### src/tfg_pkg.sv
// shared types, codes and helpers of the trigger fanout gate
package tfg_pkg;

    // table depth and density scale
    localparam int unsigned TABLE_SIZE    = 8;
    localparam int unsigned DENSITY_SCALE = 100;

    // item kinds
    localparam logic [2:0] KIND_TRIGGER    = 3'd0;
    localparam logic [2:0] KIND_SET_ENABLE = 3'd1;
    localparam logic [2:0] KIND_SET_CTRL   = 3'd2;
    localparam logic [2:0] KIND_CLEAR      = 3'd3;
    localparam logic [2:0] KIND_DISABLE    = 3'd4;

    // gate modes
    localparam logic [1:0] GATE_HOLDOFF = 2'd0;
    localparam logic [1:0] GATE_SKIP    = 2'd1;
    localparam logic [1:0] GATE_DENSITY = 2'd2;
    localparam logic [1:0] GATE_INVALID = 2'd3;

    // configuration register indexes
    localparam logic CFG_OUTPUT_MODE_ON = 1'b0;
    localparam logic CFG_RANDOM_SEED    = 1'b1;

    // reset values
    localparam logic        MODE_ON_RESET = 1'b1;
    localparam logic [15:0] SEED_RESET    = 16'd44257;

    // galois lfsr feedback
    localparam logic [15:0] LFSR_TAPS = 16'hB400;

    // x div 100 as (x >> 2) div 25: floor((x >> 2) * 41944 / 2^20) is exact for 16-bit x
    localparam logic [15:0] MOD_RECIP = 16'd41944;
    localparam int unsigned MOD_SHIFT = 20;

    // input beat
    typedef struct packed {
        logic [2:0]  kind;
        logic [31:0] now_ms;
        logic [2:0]  channel_index;
        logic        enable_value;
        logic [1:0]  gate_mode;
        logic [15:0] ctrl_value;
    } t_in_item;

    // result beat
    typedef struct packed {
        logic [7:0] fire_mask;
        logic       mode_error;
        logic       active;
    } t_out_item;

    // per-lane control strobes, already qualified by input accept
    typedef struct packed {
        logic trig;
        logic set_ctrl;
    } t_lane_ctl;

    // per-lane status
    typedef struct packed {
        logic [1:0]  mode;
        logic        fire;
        logic [15:0] value;
    } t_lane_stat;

    // one right shift of the lfsr
    function automatic logic [15:0] lfsr_step(input logic [15:0] w);
        logic [15:0] s;
        s = {1'b0, w[15:1]};
        return w[0] ? (s ^ LFSR_TAPS) : s;
    endfunction

endpackage

### src/tfg_lane.sv
// one output channel: gate tables, holdoff and skip decisions
module tfg_lane (
    input  logic                  i_clk,
    input  logic                  i_rst_n,
    input  tfg_pkg::t_lane_ctl    i_ctl,
    input  logic [31:0]           i_now_ms,
    input  logic [1:0]            i_gate_mode,
    input  logic [15:0]           i_ctrl_value,
    output tfg_pkg::t_lane_stat   o_stat
);

    logic [1:0]  r_mode;
    logic [15:0] r_value;
    logic [31:0] r_blank;
    logic [16:0] r_skip;

    logic hold_hit;
    logic skip_hit;

    // gate compares against current table entries
    assign hold_hit = i_now_ms > r_blank;
    assign skip_hit = r_skip > {1'b0, r_value};

    always_comb begin
        o_stat.mode  = r_mode;
        o_stat.value = r_value;
        o_stat.fire  = ((r_mode == tfg_pkg::GATE_HOLDOFF) && hold_hit) ||
                       ((r_mode == tfg_pkg::GATE_SKIP) && skip_hit);
    end

    // table update on set control or routed trigger
    always_ff @(posedge i_clk) begin
        if (!i_rst_n) begin
            r_mode  <= tfg_pkg::GATE_HOLDOFF;
            r_value <= '0;
            r_blank <= '0;
            r_skip  <= '0;
        end else if (i_ctl.set_ctrl) begin
            r_mode  <= i_gate_mode;
            r_value <= i_ctrl_value;
            r_blank <= i_now_ms + {16'd0, i_ctrl_value};
        end else if (i_ctl.trig) begin
            unique case (r_mode)
                tfg_pkg::GATE_HOLDOFF: begin
                    if (hold_hit) begin
                        r_blank <= i_now_ms + {16'd0, r_value};
                    end
                end
                tfg_pkg::GATE_SKIP: begin
                    r_skip <= skip_hit ? 17'd0 : r_skip + 17'd1;
                end
                default: begin
                end
            endcase
        end
    end

endmodule

### src/tfg_draw.sv
// density decision: draw mod 100 compared against 100 minus the percent
module tfg_draw (
    input  logic [15:0] i_draw,
    input  logic [15:0] i_value,
    output logic        o_hit
);

    logic [29:0] prod;
    logic [9:0]  quot;
    logic [16:0] quot_x100;
    logic [16:0] rem_full;
    logic [6:0]  rem;
    logic [16:0] sum;

    // remainder by reciprocal multiply on the draw over four, quotient times 100 as shifts
    assign prod      = i_draw[15:2] * tfg_pkg::MOD_RECIP;
    assign quot      = prod[29:tfg_pkg::MOD_SHIFT];
    assign quot_x100 = {1'b0, quot, 6'd0} + {2'b0, quot, 5'd0} + {5'b0, quot, 2'd0};
    assign rem_full  = {1'b0, i_draw} - quot_x100;
    assign rem       = rem_full[6:0];

    // r > 100 - v signed is the same as r + v > 100 unsigned
    assign sum   = {10'd0, rem} + {1'b0, i_value};
    assign o_hit = sum > 17'(tfg_pkg::DENSITY_SCALE);

endmodule

### src/trigger_fanout_gate_unit.sv
// Trigger fanout gate: routes trigger beats to up to eight gated outputs.
// One beat is accepted per clock; its result passes the stage register, whose
// load updates the active flag, enable mask, per-output tables and the density
// lfsr and registers the draws, then the result register, loaded after each
// draw is reduced mod 100 in a multiplier per output. Sustained rate is one
// beat per cycle; a stalled result holds the stage register, after which the
// input side stalls. Configuration writes take effect on the next cycle; a seed
// write reloads the lfsr and wins over the update by a beat accepted with it.
module trigger_fanout_gate_unit #(
    parameter int unsigned OUTPUT_COUNT = 8
) (
    input  logic                i_clk,
    input  logic                i_rst_n,
    input  logic                i_in_valid,
    output logic                o_in_stall,
    input  tfg_pkg::t_in_item   i_in_item,
    output logic                o_out_valid,
    input  logic                i_out_stall,
    output tfg_pkg::t_out_item  o_out_item,
    input  logic                i_cfg_we,
    input  logic                i_cfg_index,
    input  logic [15:0]         i_cfg_data
);

    localparam int unsigned LANES =
        (OUTPUT_COUNT < tfg_pkg::TABLE_SIZE) ? OUTPUT_COUNT : tfg_pkg::TABLE_SIZE;
    localparam int unsigned TS = tfg_pkg::TABLE_SIZE;

    // control state
    logic        r_mode_on;
    logic [15:0] r_lfsr;
    logic        r_active;
    logic [7:0]  r_enable;

    // stage register
    logic        r_s1_valid;
    logic [7:0]  r_s1_fire;
    logic [7:0]  r_s1_dens;
    logic [15:0] r_s1_draw [TS];
    logic [15:0] r_s1_val  [TS];
    logic        r_s1_err;
    logic        r_s1_active;

    // result register
    logic                r_out_valid;
    tfg_pkg::t_out_item  r_out_item;

    logic accept;
    logic adv_out;
    logic trig_route;
    logic ch_ok;

    tfg_pkg::t_lane_ctl  lane_ctl  [TS];
    tfg_pkg::t_lane_stat lane_stat [TS];

    logic [7:0]  n_enable;
    logic        n_active;
    logic [15:0] n_lfsr;
    logic [7:0]  n_fire;
    logic [7:0]  n_dens;
    logic [15:0] n_draw [TS];
    logic        n_err;
    logic [7:0]  dens_hit;

    // handshake
    assign adv_out    = !r_out_valid || !i_out_stall;
    assign o_in_stall = r_s1_valid && !adv_out;
    assign accept     = i_in_valid && !o_in_stall;

    assign trig_route = accept && (i_in_item.kind == tfg_pkg::KIND_TRIGGER) && r_mode_on;
    assign ch_ok      = 32'(i_in_item.channel_index) < LANES;

    // output lanes
    for (genvar g = 0; g < TS; g++) begin : g_lane
        if (g < LANES) begin : g_on
            assign lane_ctl[g].trig     = trig_route && r_enable[g];
            assign lane_ctl[g].set_ctrl = accept &&
                (i_in_item.kind == tfg_pkg::KIND_SET_CTRL) &&
                (i_in_item.channel_index == 3'(g));
            tfg_lane u_lane (
                .i_clk        (i_clk),
                .i_rst_n      (i_rst_n),
                .i_ctl        (lane_ctl[g]),
                .i_now_ms     (i_in_item.now_ms),
                .i_gate_mode  (i_in_item.gate_mode),
                .i_ctrl_value (i_in_item.ctrl_value),
                .o_stat       (lane_stat[g])
            );
        end else begin : g_off
            assign lane_ctl[g]  = '0;
            assign lane_stat[g] = '0;
        end
    end

    // gate decisions and lfsr chain, one step per routed density output
    always_comb begin
        logic [15:0] w;
        w      = r_lfsr;
        n_fire = '0;
        n_dens = '0;
        n_err  = 1'b0;
        for (int i = 0; i < TS; i++) begin
            if (lane_ctl[i].trig && (lane_stat[i].mode == tfg_pkg::GATE_DENSITY)) begin
                w         = tfg_pkg::lfsr_step(w);
                n_dens[i] = 1'b1;
            end
            n_draw[i] = w;
            if (lane_ctl[i].trig && lane_stat[i].fire) begin
                n_fire[i] = 1'b1;
            end
            if (lane_ctl[i].trig && (lane_stat[i].mode == tfg_pkg::GATE_INVALID)) begin
                n_err = 1'b1;
            end
        end
        n_lfsr = w;

        // enable mask and active flag
        n_enable = r_enable;
        n_active = r_active;
        unique case (i_in_item.kind)
            tfg_pkg::KIND_TRIGGER: begin
                n_active = !r_active;
            end
            tfg_pkg::KIND_SET_ENABLE: begin
                if (ch_ok) begin
                    n_enable[i_in_item.channel_index] = i_in_item.enable_value;
                    if (r_active) begin
                        n_fire[i_in_item.channel_index] = 1'b1;
                    end
                    if (n_enable == 8'd0) begin
                        n_active = 1'b0;
                    end
                end
            end
            tfg_pkg::KIND_CLEAR: begin
                n_active = 1'b0;
            end
            tfg_pkg::KIND_DISABLE: begin
                n_enable = '0;
            end
            default: begin
            end
        endcase
    end

    // control state and configuration
    always_ff @(posedge i_clk) begin
        if (!i_rst_n) begin
            r_mode_on <= tfg_pkg::MODE_ON_RESET;
            r_lfsr    <= tfg_pkg::SEED_RESET;
            r_active  <= 1'b0;
            r_enable  <= '0;
        end else begin
            if (accept) begin
                r_active <= n_active;
                r_enable <= n_enable;
                r_lfsr   <= n_lfsr;
            end
            if (i_cfg_we) begin
                unique case (i_cfg_index)
                    tfg_pkg::CFG_OUTPUT_MODE_ON: r_mode_on <= i_cfg_data[0];
                    tfg_pkg::CFG_RANDOM_SEED: begin
                        r_lfsr <= (i_cfg_data == 16'd0) ? 16'd1 : i_cfg_data;
                    end
                endcase
            end
        end
    end

    // stage register valid
    always_ff @(posedge i_clk) begin
        if (!i_rst_n) begin
            r_s1_valid <= 1'b0;
        end else if (accept) begin
            r_s1_valid <= 1'b1;
        end else if (adv_out) begin
            r_s1_valid <= 1'b0;
        end
    end

    // stage register payload
    always_ff @(posedge i_clk) begin
        if (accept) begin
            r_s1_fire   <= n_fire;
            r_s1_dens   <= n_dens;
            r_s1_err    <= n_err;
            r_s1_active <= n_active;
            for (int i = 0; i < TS; i++) begin
                r_s1_draw[i] <= n_draw[i];
                r_s1_val[i]  <= lane_stat[i].value;
            end
        end
    end

    // density compares in the result stage
    for (genvar g = 0; g < TS; g++) begin : g_draw
        tfg_draw u_draw (
            .i_draw  (r_s1_draw[g]),
            .i_value (r_s1_val[g]),
            .o_hit   (dens_hit[g])
        );
    end

    // result register
    always_ff @(posedge i_clk) begin
        if (!i_rst_n) begin
            r_out_valid <= 1'b0;
        end else if (adv_out) begin
            r_out_valid <= r_s1_valid;
        end
    end

    always_ff @(posedge i_clk) begin
        if (adv_out && r_s1_valid) begin
            r_out_item.fire_mask  <= r_s1_fire | (r_s1_dens & dens_hit);
            r_out_item.mode_error <= r_s1_err;
            r_out_item.active     <= r_s1_active;
        end
    end

    assign o_out_valid = r_out_valid;
    assign o_out_item  = r_out_item;

endmodule

### config.mk
export PLATFORM = sky130hd
export DESIGN_NAME = trigger_fanout_gate_unit
export DESIGN_NICKNAME = d
export VERILOG_FILES = /design/src/tfg_pkg.sv /design/src/tfg_lane.sv /design/src/tfg_draw.sv /design/src/trigger_fanout_gate_unit.sv
export SDC_FILE = /design/constraint.sdc
export NUM_CORES = 2
export LEC_CHECK = 0
export BUFFER_PORTS_ARGS = -buffer_cell sky130_fd_sc_hd__clkbuf_2
export CORE_ASPECT_RATIO = 1.1
export CORE_UTILIZATION = 60
export CTS_CLUSTER_DIAMETER = 120
export DETAILED_ROUTE_END_ITERATION = 6
export PLACE_DENSITY = 0.87
export SLEW_MARGIN = 40
export SYNTH_ARGS = -nofsm -noshare
export SYNTH_HDL_FRONTEND = slang
export SYNTH_HIERARCHICAL = 1
export SYNTH_SLANG_ARGS = --single-unit
### constraint.sdc
create_clock -name i_clk -period 7.7 [get_ports i_clk]
set_input_delay 0.77 -clock i_clk [delete_from_list [all_inputs] [get_ports i_clk]]
set_output_delay 0.77 -clock i_clk [all_outputs]
set_load 0.02 [all_outputs]
# After elaboration in Yosys (flattened, before gate mapping)

Memory sizes are Yosys's and may differ from the RTL's.
Index checks and enable logic that the tools add are counted.

Add/subtract/negate cells: 49
Multiply operators: 8
Div/mod/pow operators: 0
$lt $le $gt $ge: 26
Equal/unequal tests: 35
Shifts and indexed selects: 0
Multiplexer cells: 89
Bitwise logic cells: 20
Reductions and logical operators: 134

Operators with widths:

| cell                                                 | count |
|---|---|
| 2-to-1 mux 32 bit                                    | 32 |
| 2-to-1 mux 16 bit                                    | 20 |
| adder 32 x 16 -> 32 bit                              | 9 |
| > comparator 32 bit                                  | 8 |
| multiplier 14 x 13 -> 22 bit (second input constant) | 8 |
| adder 17 x 1 -> 17 bit (second input constant)       | 8 |
| adder 7 x 16 -> 17 bit                               | 8 |
| > comparator 17 x 16 -> 1 bit                        | 8 |
| > comparator 17 x 7 -> 1 bit (second input constant) | 8 |
| 2-to-1 mux 17 bit                                    | 8 |
| adder 7 bit                                          | 16 |
| logical AND 1 bit                                    | 63 |
| subtractor 7 bit                                     | 8 |
| nonzero test 2 bit                                   | 26 |
| AND reduction 3 bit                                  | 16 |
| equality test 2 bit (second input constant)          | 16 |
| NOT 3 -> 4 bit                                       | 8 |
| 2-to-1 mux 1 bit                                     | 23 |
| equality test 2 x 1 -> 1 bit (second input constant) | 8 |
| zero test 16 bit                                     | 1 |
| zero test 2 bit                                      | 8 |
| 2-to-1 mux 8 bit                                     | 2 |
| OR 8 bit                                             | 2 |
| case mux 8 bit (2 select lines)                      | 1 |
| 16 further kinds                                     | 46 |

Flip-flop bits (word level): 592
Latch bits: 0
RAM bits: 256
Memory bits (read-only): 0
Input port bits: 79
Output and inout port bits: 12
Logic and storage cells: 408
Memories: 2

Memories:

| name      | words | width | read ports | clocked after memory_dff | write ports | RTL line                       | RTL |
|---|---|---|---|---|---|---|---|
| r_s1_draw | 8     | 16    | 8          | 0                        | 8           | trigger_fanout_gate_unit.sv:39 | `logic [15:0] r_s1_draw [TS];` |
| r_s1_val  | 8     | 16    | 8          | 0                        | 8           | trigger_fanout_gate_unit.sv:40 | `logic [15:0] r_s1_val [TS];` |

# Depth between registers and ports, before layout

Word-level depth: 35
Gate-level depth with buffers: 37

# Cells and area by module

The synthesis kept the hierarchy.

Modules (own cells, without submodules):

| module                                | times used | cells an instance | area each (µm²) | sequential area each (µm²) |
|---|---|---|---|---|
| tfg_lane at g_lane[0].g_on.u_lane ... | 7          | 616               | 4964.8          | 1341.3 |
| tfg_draw at g_draw[0].u_draw ...      | 4          | 414               | 3723.6          | 0.0 |
| trigger_fanout_gate_unit              | 1          | 1028              | 13659.4         | 9088.7 |
| tfg_draw at g_draw[6].u_draw ...      | 2          | 405               | 3692.3          | 0.0 |
| tfg_lane at g_lane[7].g_on.u_lane     | 1          | 624               | 4919.7          | 1341.3 |
| tfg_draw at g_draw[4].u_draw          | 1          | 409               | 3733.6          | 0.0 |
| tfg_draw at g_draw[5].u_draw          | 1          | 408               | 3689.8          | 0.0 |

# Worst setup path before layout

No wires, ideal clock.

Kind: register to register
Start point: memory r_s1_draw[4][6] (netlist: r_s1_draw[1][6])
End point: register r_out_item, in the netlist o_out_item[6] (data pin)
Setup time: 254 ps
Data arrival time: 7503 ps
Setup slack: -57 ps
Cell stages (with the launch flop): 34
Path buffers: 0
Path through: edfxtp_1 > inv_1 > fa_1 > inv_1 > ha_1 > fa_1 > inv_1 > fa_1 > fa_1 > inv_1 > ha_1 > a2111oi_2 > nor2_1 > o311ai_0 > nand2_1 > xor2_1 > ha_1 > ha_1 > inv_1 > ha_1 > o21a_1 > nor2_1 > xnor2_1 > xnor2_1 > xnor3_1 > xnor2_1 > ha_1 > o21a_1 > o21ai_0 > a211oi_1 > mux2i_1 > o2111a_1 > nand4_1 > a21o_1

RTL lines:

| element            | RTL line                       | RTL |
|---|---|---|
| start: declaration | trigger_fanout_gate_unit.sv:39 |  |
| end: declaration   | trigger_fanout_gate_unit.sv:46 | `tfg_pkg::t_out_item r_out_item;` |

==> reports/qor.yml <==
status: "finished with violations"
violations: "negative setup slack"
synthArstFlopShare_pct: 0
syn_avg_cell_area_um2: 8.98
grt_overflow: 0
drv_cap: 0
initial_core_util_pct: 60.7
min_period_ps: 8010
grt.total_usage_pct: 34.2
cts_hold_buf: 0
grt_max_degree: 166
synth_xor_area_share_pct: 4.88
netlist.area_leader.share_pct: 18.9
wl_mm: 249
worst_pin_slew_ps: 880
core_area_mm2: 0.137
clock_path_buffers: 3
dr.pass1.iters: 6
areaGrowthSynthToFinish_pct: 13.6
crit_arrival_ps: 8480
clk_pin_slew_ps: 60
synth.distinct_cells: 127
ant_nets: 0
synth_top_family_by_area: "adder cells"
yosysSeqAreaShare_pct: 23.9
hold_viol_final: 0
ys_ff_latch: 848
utilization_pct: 69.0
num_vias: 71500
startpoint_type: "flip-flop"
synth-compound-area-share_pct: 15.3
met2_wirelength_mm: 116
fmax_mhz: 125
max_slew_margin_pct: 41.2
synthMuxAreaShare_pct: 1.73
worstPathMaxFanout: 4
drive_gt1_share_pct: 14.0
end_kind: "flip-flop"
rows: 142
numClockSinks: 848
skew_ps: 31.3
cts_buffers: 90
layout_commonest_cell: "inv_1"
ff_latch_area_mm2: 0.0198
rsz0062_at_grt: "yes"
final_nets: 11600
crit_type: "reg -> reg"
most-common-layout-cells: "inv_1 (1,490), ha_1 (1,139), dfxtp_1 (564)"
setup_viol: 7
met1_length_mm: 93.4
drt-initial-drc-count: 6428
die_h_um: 392
synth-main-ff-cell: "dfxtp_1"
yosys_warnings: 6
slowest_stage: "fa_1"
grt_pass1_vias: 72300
globalplace.congestion: 0.980
wl_per_cell_um: 21.4
layout_setup_ws_ps: -306
port_buffers: 90
die_w_um: 357
ios: 91
slew_violations: 0
place_ws_ps: -482
synthSimpleGateAreaFrac_pct: 14.5
synth_area_leader_cell: "ha_1"
die-area_mm2: 0.140
met3_length_mm: 20.1
min_period_over_period_pct: 104
clock_latency_ps: 730
drc: 0
cts_tree: "built"
cts-root-buf: "clkbuf_16"
fill_cells: 9625
synth_cells: 9247
via_per_inst: 6.16
synth_nets: 11100
htree_levels: 3
multiInputGateArea_mm2: 0.0586
cpPeakStageDelay_ps: 600
topRoutingLayerUsed: "met5"
antenna_found_initial: 12
required_ps: 8180
synth_edf_count: 284
synthTopCellsByArea: "ha_1 (19%), dfxtp_1 (14%), fa_1 (12%)"
synthAdderAreaFrac_pct: 31.3
hold_path.class: "in -> reg"
grt_first_pass_wirelength_mm: 380
hpwl_mm: 181
synth.cell_area_mm2: 0.0830
==> worst max-delay path, delay by kind of cell, from the launching register on <==
family	cells	cell delay, ps
compound gates	12	1860
xor+xnor	5	940
fa+ha+maj	10	3660
buf+inv	5	440
flops	1	460
simple gates	4	390
==> cell type report <==
cell class | instances | share of cell area, %
well taps | 1800 | 2.39
clock inverters | 51 | 0.688
repair buffers | 602 | 4.82
multi-input cells | 6599 | 62.1
flip-flops and latches | 848 | 21.0
diodes | 3 | 0.00796
clock buffers | 118 | 2.66
inverters | 1587 | 6.33
==> routing by layer <==
layer / vias to the layer above / GRT usage [%]
met2: 3367 / 56.7
li1: 32800 / -
met5: - / 0
met3: 1062 / 5.96
met1: 34200 / 40.7
met4: 14 / 22.7
==> state kept, by name (all words and copies together) (netlist names), 10 cells and up <==
| signal | flops |
|---|---|
| r_s1_val | 128 |
| g_lane.g_on.u_lane/r_blank | 256 |
| r_lfsr | 16 |
| o_out_item | 10 |
| g_lane.g_on.u_lane/r_value | 128 |
| g_lane.g_on.u_lane/r_skip | 136 |
| r_s1_draw | 128 |
| g_lane.g_on.u_lane/r_mode | 16 |
==> logic make-up after synthesis <==
group,after synthesis
buffers and inverters,1800
DFF,848
AOI/OAI and AO/OA,1907
muxes,138
and+or+nand+nor,2334
xor gates and xnor gates,452
adders and majority gates,1768
==> final timing paths <==
check | start | endpoint | slack, ps | depth (start not counted)
max | r_s1_draw[0][36] | o_out_item[4] | -310 | 36
min | i_cfg_data[0] | r_mode_on | 380 | 3
max reg2reg | r_s1_draw[0][36] | o_out_item[4] | -310 | 36
min reg2reg | g_lane[1].g_on.u_lane/r_value[4] | r_s1_val[0][20] | 420 | 0
==> synth_stat cells, types with 63 or more instances <==
master / count
nand3_1: 247
o211ai_1: 73
xnor2_1: 240
o21ai_1: 131
a21o_1: 176
a211oi_1: 71
o21ai_0: 389
fa_1: 512
or3_1: 78
o21a_1: 73
and3_1: 67
edfxtp_1: 284
inv_1: 1575
nand4_1: 189
nor2b_1: 63
ha_1: 1256
nor2_1: 558
a21oi_1: 481
xor2_1: 204
clkbuf_1: 127
a31oi_1: 63
nor3_1: 123
and2_1: 160
mux2i_1: 109
nand2_1: 551
dfxtp_1: 564
==> timing repair <==
item,4_1_cts,5_1_grt
hold endpoints to repair,0,0
gates resized for setup,291,187
endpoints found under the setup margin,8,8
setup buffers,88,45
cloned,0,0
pin swaps,291,261
==> through the flow <==
stage	cells	hold WS, ps	setup TNS [ps]	instance area [µm²]
4_1_cts	11600	336	-387	93100
3_5_place_dp	11300	413	-3010	87700
5_1_grt	11600	370	-3660	94300
6_report	11600	385	-1500	94300
2_1_floorplan	9247	400	0	83000
3_3_place_gp	11300	412	-968	87500
Power is left out: the tool's default activity adds up to more than one toggle a clock period on the data nets, which glitch-free logic cannot reach.
